### src/design/u2d_pkg.sv
package u2d_pkg;

  localparam int unsigned BYTE_W    = 8;
  localparam int unsigned UNIT_W    = 16;
  localparam int unsigned COUNT_W   = 16;
  localparam int unsigned PARTIAL_W = 12;
  localparam int unsigned PEND_W    = 3;
  localparam int unsigned CONT_W    = 6;

  localparam logic [COUNT_W-1:0] COUNT_MAX  = '1;
  localparam logic [PEND_W-1:0]  PEND_TWO   = 3'd1;
  localparam logic [PEND_W-1:0]  PEND_THREE = 3'd2;
  localparam logic [PEND_W-1:0]  PEND_SKIP3 = 3'd3;
  localparam logic [PEND_W-1:0]  PEND_SKIP4 = 3'd4;

  typedef struct packed {
    logic               emit;
    logic [UNIT_W-1:0]  code_unit;
    logic               end_of_string;
    logic [COUNT_W-1:0] unit_count;
  } result_t;

endpackage

### src/design/u2d_decode.sv
module u2d_decode
  import u2d_pkg::*;
(
  input  logic              clk,
  input  logic              rst_n,
  input  logic [BYTE_W-1:0] data_byte,
  input  logic              advance,
  output result_t           result
);

  logic [PEND_W-1:0]    pending_r,  pending_nxt;
  logic                 skipping_r, skipping_nxt;
  logic [PARTIAL_W-1:0] partial_r,  partial_nxt;
  logic [COUNT_W-1:0]   count_r,    count_nxt;

  logic [UNIT_W-1:0]  assembled;
  logic [COUNT_W-1:0] count_inc;
  logic [PEND_W-1:0]  pending_dec;

  assign assembled   = {partial_r[UNIT_W-CONT_W-1:0], data_byte[CONT_W-1:0]};
  assign count_inc   = (count_r == COUNT_MAX) ? count_r : count_r + 1'b1;
  assign pending_dec = pending_r - 1'b1;

  always_comb begin
    pending_nxt  = pending_r;
    skipping_nxt = skipping_r;
    partial_nxt  = partial_r;
    count_nxt    = count_r;
    result       = '0;

    if (pending_r != '0) begin
      pending_nxt = pending_dec;
      if (skipping_r) begin
        if (pending_dec == '0) begin
          skipping_nxt = 1'b0;
        end
      end else if (pending_dec == '0) begin
        partial_nxt       = '0;
        count_nxt         = count_inc;
        result.emit       = 1'b1;
        result.code_unit  = assembled;
        result.unit_count = count_inc;
      end else begin
        partial_nxt = assembled[PARTIAL_W-1:0];
      end
    end else if (data_byte == '0) begin
      count_nxt            = '0;
      result.emit          = 1'b1;
      result.end_of_string = 1'b1;
      result.unit_count    = count_r;
    end else if (data_byte[7:6] == 2'b11) begin
      if (!data_byte[5]) begin
        partial_nxt  = {{(PARTIAL_W-5){1'b0}}, data_byte[4:0]};
        pending_nxt  = PEND_TWO;
        skipping_nxt = 1'b0;
      end else if (!data_byte[4]) begin
        partial_nxt  = {{(PARTIAL_W-4){1'b0}}, data_byte[3:0]};
        pending_nxt  = PEND_THREE;
        skipping_nxt = 1'b0;
      end else begin
        partial_nxt  = '0;
        pending_nxt  = data_byte[3] ? PEND_SKIP4 : PEND_SKIP3;
        skipping_nxt = 1'b1;
      end
    end else begin
      count_nxt         = count_inc;
      result.emit       = 1'b1;
      result.code_unit  = {{(UNIT_W-BYTE_W){1'b0}}, data_byte};
      result.unit_count = count_inc;
    end
  end

  always_ff @(posedge clk) begin
    if (!rst_n) begin
      pending_r  <= '0;
      skipping_r <= 1'b0;
      partial_r  <= '0;
      count_r    <= '0;
    end else if (advance) begin
      pending_r  <= pending_nxt;
      skipping_r <= skipping_nxt;
      partial_r  <= partial_nxt;
      count_r    <= count_nxt;
    end
  end

endmodule

### src/design/utf8_to_ucs2_decoder.sv
// Channel   Direction  Handshake           Payload
// in_       request    in_valid/in_stall   in_data_byte[7:0]
// out_      result     out_valid/out_stall out_code_unit[15:0], out_end_of_string,
//                                          out_unit_count[15:0]
//
// One byte per cycle sustained while out_stall is low; a byte is held in
// the input register and its unit, if any, is registered into the output register.
// Result valid comes from the output register; a result can be accepted while out_valid is high.
// Synchronous active-low reset clears all control state and the unit count.
// A byte with no unit leaves the input register even while out_stall holds;
// a byte with a unit waits only while the output register is full and stalled.
module utf8_to_ucs2_decoder
  import u2d_pkg::*;
(
  input  logic               clk,
  input  logic               rst_n,
  input  logic               in_valid,
  output logic               in_stall,
  input  logic [BYTE_W-1:0]  in_data_byte,
  output logic               out_valid,
  input  logic               out_stall,
  output logic [UNIT_W-1:0]  out_code_unit,
  output logic               out_end_of_string,
  output logic [COUNT_W-1:0] out_unit_count
);

  logic              in_valid_r;
  logic [BYTE_W-1:0] in_byte_r;
  logic              out_valid_r;
  result_t           out_r;
  result_t           result;
  logic              out_free;
  logic              advance;
  logic              in_take;

  assign out_free = !out_valid_r || !out_stall;
  assign advance  = in_valid_r && (!result.emit || out_free);
  assign in_stall = in_valid_r && !advance;
  assign in_take  = in_valid && !in_stall;

  u2d_decode u_decode (
    .clk       (clk),
    .rst_n     (rst_n),
    .data_byte (in_byte_r),
    .advance   (advance),
    .result    (result)
  );

  always_ff @(posedge clk) begin
    if (!rst_n) begin
      in_valid_r <= 1'b0;
    end else if (!in_stall) begin
      in_valid_r <= in_valid;
    end
  end

  always_ff @(posedge clk) begin
    if (in_take) begin
      in_byte_r <= in_data_byte;
    end
  end

  always_ff @(posedge clk) begin
    if (!rst_n) begin
      out_valid_r <= 1'b0;
    end else if (out_free) begin
      out_valid_r <= advance && result.emit;
    end
  end

  always_ff @(posedge clk) begin
    if (out_free && advance && result.emit) begin
      out_r <= result;
    end
  end

  assign out_valid         = out_valid_r;
  assign out_code_unit     = out_r.code_unit;
  assign out_end_of_string = out_r.end_of_string;
  assign out_unit_count    = out_r.unit_count;

endmodule

### config.mk
export PLATFORM = sky130hd
export DESIGN_NAME = utf8_to_ucs2_decoder
export DESIGN_NICKNAME = d
export VERILOG_FILES = /design/src/design/u2d_pkg.sv /design/src/design/u2d_decode.sv /design/src/design/utf8_to_ucs2_decoder.sv
export SDC_FILE = /design/constraint.sdc
export NUM_CORES = 1
export LEC_CHECK = 0
export BUFFER_PORTS_ARGS = -buffer_cell sky130_fd_sc_hd__buf_4
export CORE_MARGIN = 2
export CORE_UTILIZATION = 62
export CTS_CLUSTER_SIZE = 10
export DETAILED_ROUTE_END_ITERATION = 10
export PLACE_DENSITY_LB_ADDON = 0.05
export SLEW_MARGIN = 10
export SYNTH_ARGS = -nofsm -noshare
export SYNTH_HDL_FRONTEND = slang
export SYNTH_SLANG_ARGS = --single-unit
export TNS_END_PERCENT = 1
### constraint.sdc
create_clock -name clk -period 4.6 [get_ports clk]
set_input_delay 0.92 -clock clk [delete_from_list [all_inputs] [get_ports clk]]
set_output_delay 0.92 -clock clk [all_outputs]
set_load 0.02 [all_outputs]
Word level (Yosys, flattened, before mapping). Cells that the tools add are included.

Register bits after elaboration: 73. Bits of input ports: 12. Output and inout port bits: 35. Logic and storage cells: 76.

Add/subtract/negate cells: 2. Eq/ne operators: 6. Multiplexer cells: 38. Reduce and logical (&&, ||, !) cells: 20.

Operator list (number): $mux 16 (12); $mux 17 (4); $mux 10 (5); $mux 3 (6); $add 16x1->16 const B (1); $eq 16x16->1 const B (1); $mux 1 (9); $logic_not 8->1 (1); $reduce_and 4->1 (2); $logic_and 1x1->1 (6); $logic_not 1->1 (5); $mux 5 (1); $mux 4 (1); $ne 2x2->1 const B (2); $logic_not 3->1 (1); $ne 3x1->1 const B (1); $reduce_and 3->1 (1); $reduce_bool 3->1 (1); $sub 3x1->3 const B (1); $eq 2x2->1 const B (1); $logic_or 1x1->1 (2); $ne 2x1->1 const B (1); $reduce_bool 2->1 (1).

Depth between registers and ports, before layout. Gate-level depths: netlist of run 1.

Word-level depth: 12. Mapped depth: 10. Depth with buffers taken out: 8.

By module. A second synthesis of run 1 with hierarchy kept.

Cell total of the unflattened synthesis: 355. Area total of the unflattened synthesis: 3598.5 um^2.

By module, submodules not included: u2d_decode (times used 1, cells an instance 303, area an instance 2272.2 um^2, sequential area each 600.6 um^2); utf8_to_ucs2_decoder (times used 1, cells an instance 52, area an instance 1326.3 um^2, sequential area each 1271.2 um^2).

Worst setup path after synthesis of run 1. Ideal clock, no wire load.

Path type: register to output. Start: reg u_decode.pending_r[0]. End: out in_stall. Arrival time: 1.687 ns. Data required time: 3.680 ns. Slack: 1.993 ns. Stages on the path, launching flop included: 7. Path buffers: 1. Cell sequence: dfxtp_1 -> inv_1 -> ha_1 -> nor2b_1 -> clkbuf_2 -> a32oi_1 -> a211oi_1.

Longest elaborated chain between the ends: 10. Elaborated cells on any way between the ends: 11.

RTL lines: start, declared (RTL line u2d_decode.sv:11) `logic [PEND_W-1:0] pending_r, pending_nxt;`; start signal, assigned (RTL line u2d_decode.sv:80) `pending_r <= pending_nxt;`; $sub 3x1->3 (RTL line u2d_decode.sv:22) `assign pending_dec = pending_r - 1'b1;`; $logic_not 3->1 (RTL line u2d_decode.sv:37) `end else if (pending_dec == '0) begin`; $mux 17 (RTL line u2d_decode.sv:37); $mux 17 (RTL line u2d_decode.sv:33) `if (skipping_r) begin`; $mux 17 * (RTL line u2d_decode.sv:31) `if (pending_r != '0) begin`; $logic_not 1->1 * (RTL line utf8_to_ucs2_decoder.sv:37) `assign advance = in_valid_r && (!result.emit || out_free);`; $logic_or 1x1->1 * (RTL line utf8_to_ucs2_decoder.sv:37); $logic_and 1x1->1 * (RTL line utf8_to_ucs2_decoder.sv:37); $logic_not 1->1 * (RTL line utf8_to_ucs2_decoder.sv:38) `assign in_stall = in_valid_r && !advance;`; $logic_and 1x1->1 * (RTL line utf8_to_ucs2_decoder.sv:38); end, declared (RTL line utf8_to_ucs2_decoder.sv:18) `output logic in_stall,`.

Every way passes the cells marked *; elsewhere a longest branch is shown, timed or not.

Worst setup path in the final report of run 1. Same ends and word-level chain as after synthesis.

==> results of run 1 <==
layout make-up:
class                      instances  area [um2]
tap                               72        90.1
clock buffer                      10         128
multi-input combinational        253        1540
sequential                        73        1870
clock inverter                     6        58.8
inverter                           9        33.8
fill                             423        1460
timing repair buffer              48         360
worst register-to-register path: stages, from the launching register on:
cell and delay, ps:
dfxtp_1 320, inv_1 110, ha_1 280, nor2b_1 510
a32oi_1 200, a21o_1 200, buf_4 200, inv_1 470
buf_4 440, nand2_1 140, o32ai_1 220
report_power, final:
group          switching [mW]  internal [mW]
registers              0.0146          0.713
logic                  0.0919         0.0522
clock network           0.235          0.247
total                   0.341           1.01
placed cells by master (no fill, tap or decap), drive strengths merged, types with 6 or more instances in the layout:
cell type,count
mux2i,11
edfxtp,41
nor2,14
inv,8
nand4,11
and2,17
or4,6
a21oi,26
dfxtp,32
o21ai,12
and3,7
nand3,10
nor3,10
buf,48
clkbuf,10
nand2,48
a31oi,14
cells in the mapped netlist (4+ instances only):
cell / instances / area [um2]
mux2i_1: 11 / 110
nor2b_1: 5 / 31.3
a211oi_1: 5 / 37.5
nand3_1: 10 / 50.1
a31oi_1: 14 / 87.6
inv_1: 7 / 26.3
buf_2: 6 / 30.0
nor3_1: 10 / 50.1
a22o_1: 5 / 43.8
a21oi_1: 26 / 130
nand4_1: 10 / 62.6
nor2_1: 14 / 52.6
dfxtp_1: 32 / 641
and3_1: 7 / 43.8
edfxtp_1: 41 / 1230
ha_1: 4 / 50.1
nand2b_1: 5 / 31.3
and2_1: 16 / 100
o21ai_0: 10 / 50.1
nand2_1: 48 / 180
or4_1: 5 / 37.5
or3_1: 4 / 25.0
a21o_1: 4 / 30.0
clkbuf_1: 14 / 52.6
o211ai_1: 4 / 30.0
kinds of logic (layout without fill, tap and decap cells):
family / Yosys count / count (layout) / share of synthesized area (%)
buffers and inverters: 35 / 73 / 4.31
adder cells (fa/ha/maj): 4 / 4 / 1.40
multiplexers: 11 / 11 / 3.09
AO/OA/AOI/OAI: 92 / 92 / 17.3
AND/OR/NAND/NOR: 146 / 146 / 21.5
flip-flops: 73 / 73 / 52.5
per-layer routing:
| metal | part of all wire, % | track usage [%] | vias to the layer above |
|---|---|---|---|
| li1 | - | - | 1415 |
| met1 | 45 | 36.5 | 1407 |
| met2 | 47 | 39.2 | 142 |
| met3 | 6.4 | 5.54 | 13 |
| met4 | 1.8 | 12.0 | 0 |
| met5 | 0 | 0 | - |
stage by stage:
stage	std cells	power, mW	utilization [%]	setup WS (ps)
after global routing	471	1.39	73.7	1170
after detailed placement	455	0.884	70.4	1540
after floorplan	361	0.836	-	1990
final	471	1.35	73.7	1290
after global placement	455	0.881	70.4	1670
after CTS	471	1.36	73.7	1320
sequential cells by signal, indices dropped and copies added (netlist names):
| signal | cells |
|---|---|
| out_unit_count | 16 |
| in_byte_r | 8 |
| out_end_of_string | 1 |
| u_decode.count_r | 16 |
| u_decode.pending_r | 3 |
| out_valid | 1 |
| in_valid_r | 1 |
| out_code_unit | 16 |
| u_decode.partial_r | 10 |
| u_decode.skipping_r | 1 |
worst max-delay path by stage:
stage / end / slack, ps / cells after the start
3_5_place_dp: u_decode.count_r[1] / 1540 / 10
2_1_floorplan: in_stall / 1990 / 6
4_1_cts: in_stall / 1320 / 6
6_report: in_stall / 1290 / 6
3_3_place_gp: u_decode.count_r[1] / 1670 / 10
5_1_grt: in_stall / 1170 / 6
==> impl_metrics.csv, run 1 <==
group,metric,value,unit
drt,antenna_left,0,
synthesis,synthesis.instances,361,
clock_tree,numCtsBuffers,9,
worst_setup_path,cp-startpoint,"u_decode.pending_r[0]",
sta,whs,472,ps
worst_setup_path,path_cells,"inv_1 -> ha_1 -> nor2b_1 -> a32oi_1 -> a211oi_1 -> buf_4",
synthesis,synth_cell_type_count,56,
worst_setup_path,crit_family,"compound AO/OA/AOI/OAI gates",
hold_path,min_path_cells,2,
place,place_area,3900,um2
drt,wirelength,7800,um
synthesis,synth_seq_cells,73,
hold_path,hp-class,"reg -> reg",
synthesis,synth_edf_count,41,
final_layout,fin_nets,410,
global_route,grt_pass1_wl,12700,um
worst_setup_path,rr_endpoint,"u_decode.count_r[1]",
drt,drt_pass1_iterations,5,
global_route,grt_remaining_overflow,0,
place,gp_congestion,0.881,
drt,drtIter0Drc,281,
worst_setup_path,cp-start-kind,"flop",
final_layout,antennaDiodeCount,0,
worst_setup_path,r2r_start,"u_decode.pending_r[0]",
clock_tree,clk_latency,350,ps
floorplanning,placementRows,27,
clock_tree,cts_hold_buf,0,
clock_tree,cts_tree,"yes",
global_route,grt_max_degree,28,
worst_setup_path,critPathMaxFanout,8,
synthesis,synth_fp_nets,377,
sta,slew_violations,0,
clock_tree,cts-root-buf,"clkbuf_8",
final_layout,drive_above_1_share,18.3,%
clock_tree,cts_buffer_depth,2,
clock_tree,ctsResizeCount,0,
drt,drcViolationCount,0,
drt,num_vias,2977,
hold_path,hp-start,"u_decode.partial_r[9]",
power_and_ir_drop,power.density,331,nW/um2
final_layout,area_delta_synth_final,14.5,%
synthesis,avgSynthCellArea,9.88,um2
sta,hold_viol,0,
floorplanning,die_w,79.9,um
clock_tree,path_clk_slew,70,ps
worst_setup_path,cp_slowest_cell,"nor2b_1",
worst_setup_path,r2r_cells,10,
hold_path,min_to,"u_decode.partial_r[9]",
sta,min_period_over_period,72.0,%
worst_setup_path,worst-path-buf-inv,2,
floorplanning,initial_utilization,64.4,%
floorplanning,fp.dieH,79.9,um
clock_tree,clkSinkCount,73,
worst_setup_path,critPathCaptureType,"output port",
global_route,grt_antenna_before_repair,0,
synthesis,ys_warn_count,0,
floorplanning,die-area,6380,um2
sta,clock.fmax,302,MHz
clock_tree,cts_max_level,3,
sta,fin_tns_setup,0,ps
sta,tightestPinTransition,923,ps
power_and_ir_drop,leakage,1.54,nW
synthesis,synthArstFlopShare,0,%
power_and_ir_drop,ir_drop,206,uV
global_route,grt_pass1_vias,2694,
worst_setup_path,max_stage_delay,510,ps
worst_setup_path,cp.required,3680,ps
worst_setup_path,path_class,"reg -> out",
drt,drt-wirelength-per-cell,16.6,um
synthesis,ys_seq_area_share,52.5,%
sta,skew,6.59,ps
worst_setup_path,reg2reg_slack,1410,ps
floorplanning,ios,47,
worst_setup_path,arrival,2390,ps
synthesis,ys.flop_type,"edfxtp_1",
floorplanning,core_area,5540,um2
clock_tree,cts_setup_buffers,0,
run_status,status,"finished clean",
drt,viasPerCell,6.32,
synthesis,synthesis.area,3570,um2
global_route,grt_util_all_layers,26.2,%
flow_run,drv_cap,0,
sta,min_period,3310,ps
sta,rsz0062_at_grt,"no",
final_layout,finalInstanceArea,4090,um2
place,place_hpwl,5110,um
sta,max-slew-margin-rel,38.5,%
place,port-buffer-count,46,
sta,setup_viol_count_final,0,
(Power assumes the default switching activity.)
==> run 2, diff against run 1 <==
--- a/config.mk
+++ b/config.mk
@@ -7,7 +7,7 @@
 export LEC_CHECK = 0
 export BUFFER_PORTS_ARGS = -buffer_cell sky130_fd_sc_hd__buf_4
 export CORE_MARGIN = 2
-export CORE_UTILIZATION = 62
+export CORE_UTILIZATION = 52
 export CTS_CLUSTER_SIZE = 10
 export DETAILED_ROUTE_END_ITERATION = 10
 export PLACE_DENSITY_LB_ADDON = 0.05
==> constraint.sdc (replaced) <==
create_clock -name clk -period 3 [get_ports clk]
set_input_delay 0.6 -clock clk [delete_from_list [all_inputs] [get_ports clk]]
set_output_delay 0.6 -clock clk [all_outputs]
set_load 0.02 [all_outputs]
==> run 2 against run 1 <==
Compared with the run above: sequential share of layout area shrank 1.5 points; highest routed layer unchanged; first-iteration DRC count grew 15%; via count shrank 0.54%; final cell count grew 3.4%; clock skew grew 1.9 ps; combinational power grew 65%; hold slack lost 49 ps; global-route usage shrank 3.9 points.
==> impl_metrics.csv, run 2 (same netlist as run 1, synthesis figures left out) <==
group,metric,value,unit
worst_setup_path,crit_family,"compound AO/OA/AOI/OAI gates",
sta,rsz0062_at_grt,"no",
place,dp_cells,471,
drt,antenna_left,0,
sta,setup_viol_count_final,0,
clock_tree,cts_hold_buf,0,
final_layout,final_cell_mix,"buf_4, nand2_1, edfxtp_1, dfxtp_1, a21oi_1",
sta,setup_slack,231,ps
clock_tree,cts_tree,"yes",
clock_tree,path_clk_slew,80,ps
floorplanning,initial_utilization,53.1,%
final_layout,final_common_cell,"buf_4",
worst_setup_path,max_stage_delay,390,ps
sta,max-slew-margin-rel,52.4,%
run_status,status,"finished clean",
clock_tree,cts_setup_buffers,0,
worst_setup_path,cp.required,2400,ps
final_layout,final_cells,487,
global_route,grt_antenna_before_repair,0,
clock_tree,cts-root-buf,"clkbuf_8",
worst_setup_path,critPathCaptureType,"output port",
final_layout,fillers,556,
clock_tree,clk_latency,350,ps
hold_path,hp-class,"in -> reg",
final_layout,drive_above_1_share,20.4,%
power_and_ir_drop,power.density,543,nW/um2
global_route,grt_max_degree,36,
flow_run,drv_cap,0,
power_and_ir_drop,p_seq_share,48.6,%
clock_tree,cts_buffer_depth,2,
floorplanning,fp.dieH,86.8,um
drt,drt-wirelength-per-cell,16.5,um
power_and_ir_drop,swShare,23.3,%
place,place_area,3980,um2
clock_tree,ctsResizeCount,0,
power_and_ir_drop,power.share.clock,41.1,%
floorplanning,core_area,6720,um2
worst_setup_path,worst-path-buf-inv,2,
drt,viasPerCell,6.08,
drt,drcViolationCount,0,
global_route,grt_pass1_wl,13000,um
floorplanning,die-area,7540,um2
global_route,grt_pass1_vias,2587,
worst_setup_path,path_cells,"inv_1 -> ha_1 -> nor2b_2 -> a32oi_1 -> a211oi_1 -> buf_4",
sta,slew_violations,0,
final_layout,antennaDiodeCount,0,
place,gp_congestion,0.858,
sta,tightestPinTransition,707,ps
drt,drtIter0Drc,323,
sta,fin_tns_setup,0,ps
place,pre_cts_ws,478,ps
sta,min_period_over_period,92.3,%
worst_setup_path,cp_slowest_cell,"a211oi_1",
sta,skew,8.51,ps
floorplanning,die_w,86.8,um
power_and_ir_drop,leakage,1.62,nW
drt,drt_pass1_iterations,5,
worst_setup_path,path_class,"reg -> out",
sta,hold_viol,0,
drt,wirelength,8040,um
sta,min_period,2770,ps
power_and_ir_drop,comb_power_share,10.3,%
place,port-buffer-count,46,
global_route,grt_util_all_layers,22.3,%
final_layout,finalInstanceArea,4230,um2
place,place_hpwl,5410,um
clock_tree,cts_max_level,3,
drt,num_vias,2961,
sta,clock.fmax,361,MHz
floorplanning,ios,47,
power_and_ir_drop,p_switching,535,uW
final_layout,fin_nets,418,
worst_setup_path,arrival,2170,ps
worst_setup_path,critPathMaxFanout,8,
global_route,grt_remaining_overflow,0,
worst_setup_path,cp-start-kind,"flop",
final_layout,area_delta_synth_final,18.5,%
clock_tree,clkSinkCount,73,
floorplanning,placementRows,30,
power_and_ir_drop,ir_drop,355,uV
clock_tree,numCtsBuffers,9,
power_and_ir_drop,p_int,1.76,mW
## run 2: per-stage QoR
step | hold slack (ps) | util, % | power [mW]
2_1_floorplan | 433 | - | 1.28
3_3_place_gp | 441 | 59.3 | 1.37
3_5_place_dp | 447 | 59.3 | 1.37
4_1_cts | 418 | 62.9 | 2.30
5_1_grt | 416 | 62.9 | 2.37
6_report | 423 | 62.9 | 2.29
## run 2: worst paths after layout
kind,start,endpoint,slack [ps],cells past startpoint
min,in_data_byte[4],in_byte_r[4],420,1
max reg2reg,u_decode.pending_r[0],u_decode.count_r[14],540,9
max,u_decode.pending_r[0],in_stall,230,6
min reg2reg,u_decode.partial_r[8],u_decode.partial_r[8],460,2
## run 2: area by class of cell
class / instances / area [um2] / share of cell area [%]
Sequential cell: 73 / 1870 / 44.3
Multi-Input combinational cell: 253 / 1550 / 36.5
Timing Repair Buffer: 56 / 433 / 10.2
Clock buffer: 11 / 141 / 3.34
Clock inverter: 5 / 103 / 2.43
Tap cell: 80 / 100 / 2.37
Inverter: 9 / 33.8 / 0.799
## run 2: worst register-to-register path, stage by stage (launching register included)
cell and delay [ps]:
dfxtp_1 360, inv_1 80, ha_1 270, nor2b_2 230, a32oi_1 290, a21o_1 370, inv_1 150, buf_12 190
and3_1 210, a32o_1 190
## run 2: layer usage
metal	vias up	wire length, um	share of wire [%]	GRT usage (%)
li1	1431	-	-	-
met1	1396	3850	48	33.4
met2	121	3560	44	32.7
met3	13	491	6.1	3.14
met4	0	134	1.7	8.52
met5	-	0	0	0
## run 2: power groups by stage
stage | sequential (mW) | clock [mW] | combinational (mW)
after floorplan | 1.16 | 0 | 0.125
after global placement | 1.14 | 0 | 0.231
after detailed placement | 1.14 | 0 | 0.234
after CTS | 1.11 | 0.952 | 0.236
after global routing | 1.12 | 0.990 | 0.259
final | 1.12 | 0.942 | 0.237
==> run 3, diff against run 2 <==
--- a/config.mk
+++ b/config.mk
@@ -6,7 +6,8 @@
 export NUM_CORES = 1
 export LEC_CHECK = 0
 export BUFFER_PORTS_ARGS = -buffer_cell sky130_fd_sc_hd__buf_4
-export CORE_MARGIN = 2
+export CORE_ASPECT_RATIO = 1.1
+export CORE_MARGIN = 5
 export CORE_UTILIZATION = 52
 export CTS_CLUSTER_SIZE = 10
 export DETAILED_ROUTE_END_ITERATION = 10
@@ -15,4 +16,4 @@
 export SYNTH_ARGS = -nofsm -noshare
 export SYNTH_HDL_FRONTEND = slang
 export SYNTH_SLANG_ARGS = --single-unit
-export TNS_END_PERCENT = 1
+export TNS_END_PERCENT = 100
==> run 3 against run 2 <==
Compared with the run above: first-iteration DRC count is 21% lower; via count fell by 2.5%; largest cell class unchanged; sequential share of layout area increased by 0.85 points; clock skew barely moved; flip-flop and latch count unchanged; register-to-register slack barely moved; highest routed layer unchanged; wire length fell by 2.8%; final cell count increased by 0.41%.
==> impl_metrics.csv, run 3 (same netlist as run 1, synthesis figures left out) <==
group,metric,value,unit
drt,drcViolationCount,0,
clock_tree,cts_max_level,3,
clock_tree,clkSinkCount,73,
sta,min_period,2780,ps
floorplanning,placementRows,31,
clock_tree,cts_tree,"yes",
sta,rsz0062_at_grt,"no",
sta,slew_violations,0,
sta,min_period_over_period,92.7,%
sta,clock.fmax,360,MHz
floorplanning,die-area,8620,um2
final_layout,antennaDiodeCount,0,
sta,setup_slack,220,ps
sta,max-slew-margin-rel,51.4,%
global_route,grt_pass1_vias,2661,
worst_setup_path,reg2reg_slack,540,ps
flow_run,drv_cap,0,
final_layout,final_cell_mix,"buf_4, nand2_1, edfxtp_1, dfxtp_1, a21oi_1",
power_and_ir_drop,ir_drop,284,uV
place,place_hpwl,5250,um
drt,antenna_left,0,
drt,drtIter0Drc,254,
clock_tree,cts_hold_buf,0,
worst_setup_path,cp.depth,6,
place,pre_cts_ws,466,ps
worst_setup_path,path_cells,"inv_1 -> ha_1 -> nor2b_2 -> a32oi_1 -> a211oi_1 -> buf_4",
floorplanning,die_w,89.0,um
clock_tree,cts_buffer_depth,2,
drt,drt_pass1_iterations,5,
sta,fin_tns_setup,0,ps
drt,wirelength,7810,um
global_route,grt_max_degree,35,
worst_setup_path,cp.required,2400,ps
drt,viasPerCell,5.90,
final_layout,area_delta_synth_final,16.2,%
worst_setup_path,r2r_start,"u_decode.pending_r[0]",
worst_setup_path,cp-startpoint,"u_decode.pending_r[0]",
clock_tree,ctsResizeCount,0,
global_route,grt_util_all_layers,19.1,%
sta,setup_viol_count_final,0,
drt,num_vias,2887,
global_route,grt_pass1_wl,13000,um
worst_setup_path,path_class,"reg -> out",
worst_setup_path,critPathMaxFanout,8,
worst_setup_path,r2r_cells,9,
sta,skew,8.52,ps
clock_tree,path_clk_slew,80,ps
clock_tree,cts-root-buf,"clkbuf_8",
floorplanning,initial_utilization,53.8,%
sta,tightestPinTransition,723,ps
final_layout,fin_nets,418,
global_route,grt_remaining_overflow,0,
hold_path,min_path_cells,1,
worst_setup_path,worst-path-buf-inv,2,
final_layout,drive_above_1_share,20.4,%
worst_setup_path,arrival,2180,ps
floorplanning,fp.dieH,96.9,um
hold_path,hp-class,"in -> reg",
place,gp_congestion,0.857,
worst_setup_path,cp-start-kind,"flop",
clock_tree,numCtsBuffers,9,
drt,drt-wirelength-per-cell,16.0,um
place,port-buffer-count,46,
worst_setup_path,crit_family,"compound AO/OA/AOI/OAI gates",
hold_path,hp-start,"in_data_byte[3]",
power_and_ir_drop,power.density,489,nW/um2
final_layout,final_common_cell,"buf_4",
worst_setup_path,critPathCaptureType,"output port",
floorplanning,core_area,6630,um2
worst_setup_path,max_stage_delay,400,ps
clock_tree,clk_latency,350,ps
worst_setup_path,cp_slowest_cell,"a211oi_1",
power_and_ir_drop,leakage,1.57,nW
sta,hold_viol,0,
run_status,status,"finished clean",
global_route,grt_antenna_before_repair,0,
clock_tree,cts_setup_buffers,0,
floorplanning,ios,47,
run 3: area by class of cell:
class | instances | area (um2)
multi-input combinational | 253 | 1550
clock inverter | 5 | 32.5
fill | 574 | 2480
sequential | 73 | 1870
timing repair buffer | 56 | 420
inverter | 9 | 33.8
clock buffer | 11 | 141
tap | 82 | 103
run 3: worst paths after layout:
check                          endpoint
setup / recovery               in_stall
hold / removal             in_byte_r[3]
setup reg to reg   u_decode.count_r[14]
hold reg to reg   u_decode.partial_r[7]
run 3: metal layers:
metal / GRT usage, % / vias to the layer above / wire [um]
li1: - / 1421 / -
met1: 28.3 / 1356 / 3690
met2: 27.1 / 99 / 3530
met3: 3.31 / 11 / 477
met4: 7.79 / 0 / 125
met5: 0 / - / 0
run 3: stage by stage:
stage                     hold slack [ps]  area [um2]  cells  total power [mW]  utilization, %
after floorplan                       433        3570    361              1.28               -
after CTS                             415        4150    489              2.04            62.5
after global placement                442        3970    473              1.37            59.9
final                                 423        4150    489              2.03            62.5
after detailed placement              447        3970    473              1.37            59.9
after global routing                  409        4150    489              2.11            62.5
run 3: power breakdown:
| part | internal, mW | total [mW] | switching [mW] |
|---|---|---|---|
| Combinational | 0.0899 | 0.233 | 0.143 |
| Clock | 0.320 | 0.681 | 0.362 |
| Sequential | 1.09 | 1.12 | 0.0219 |
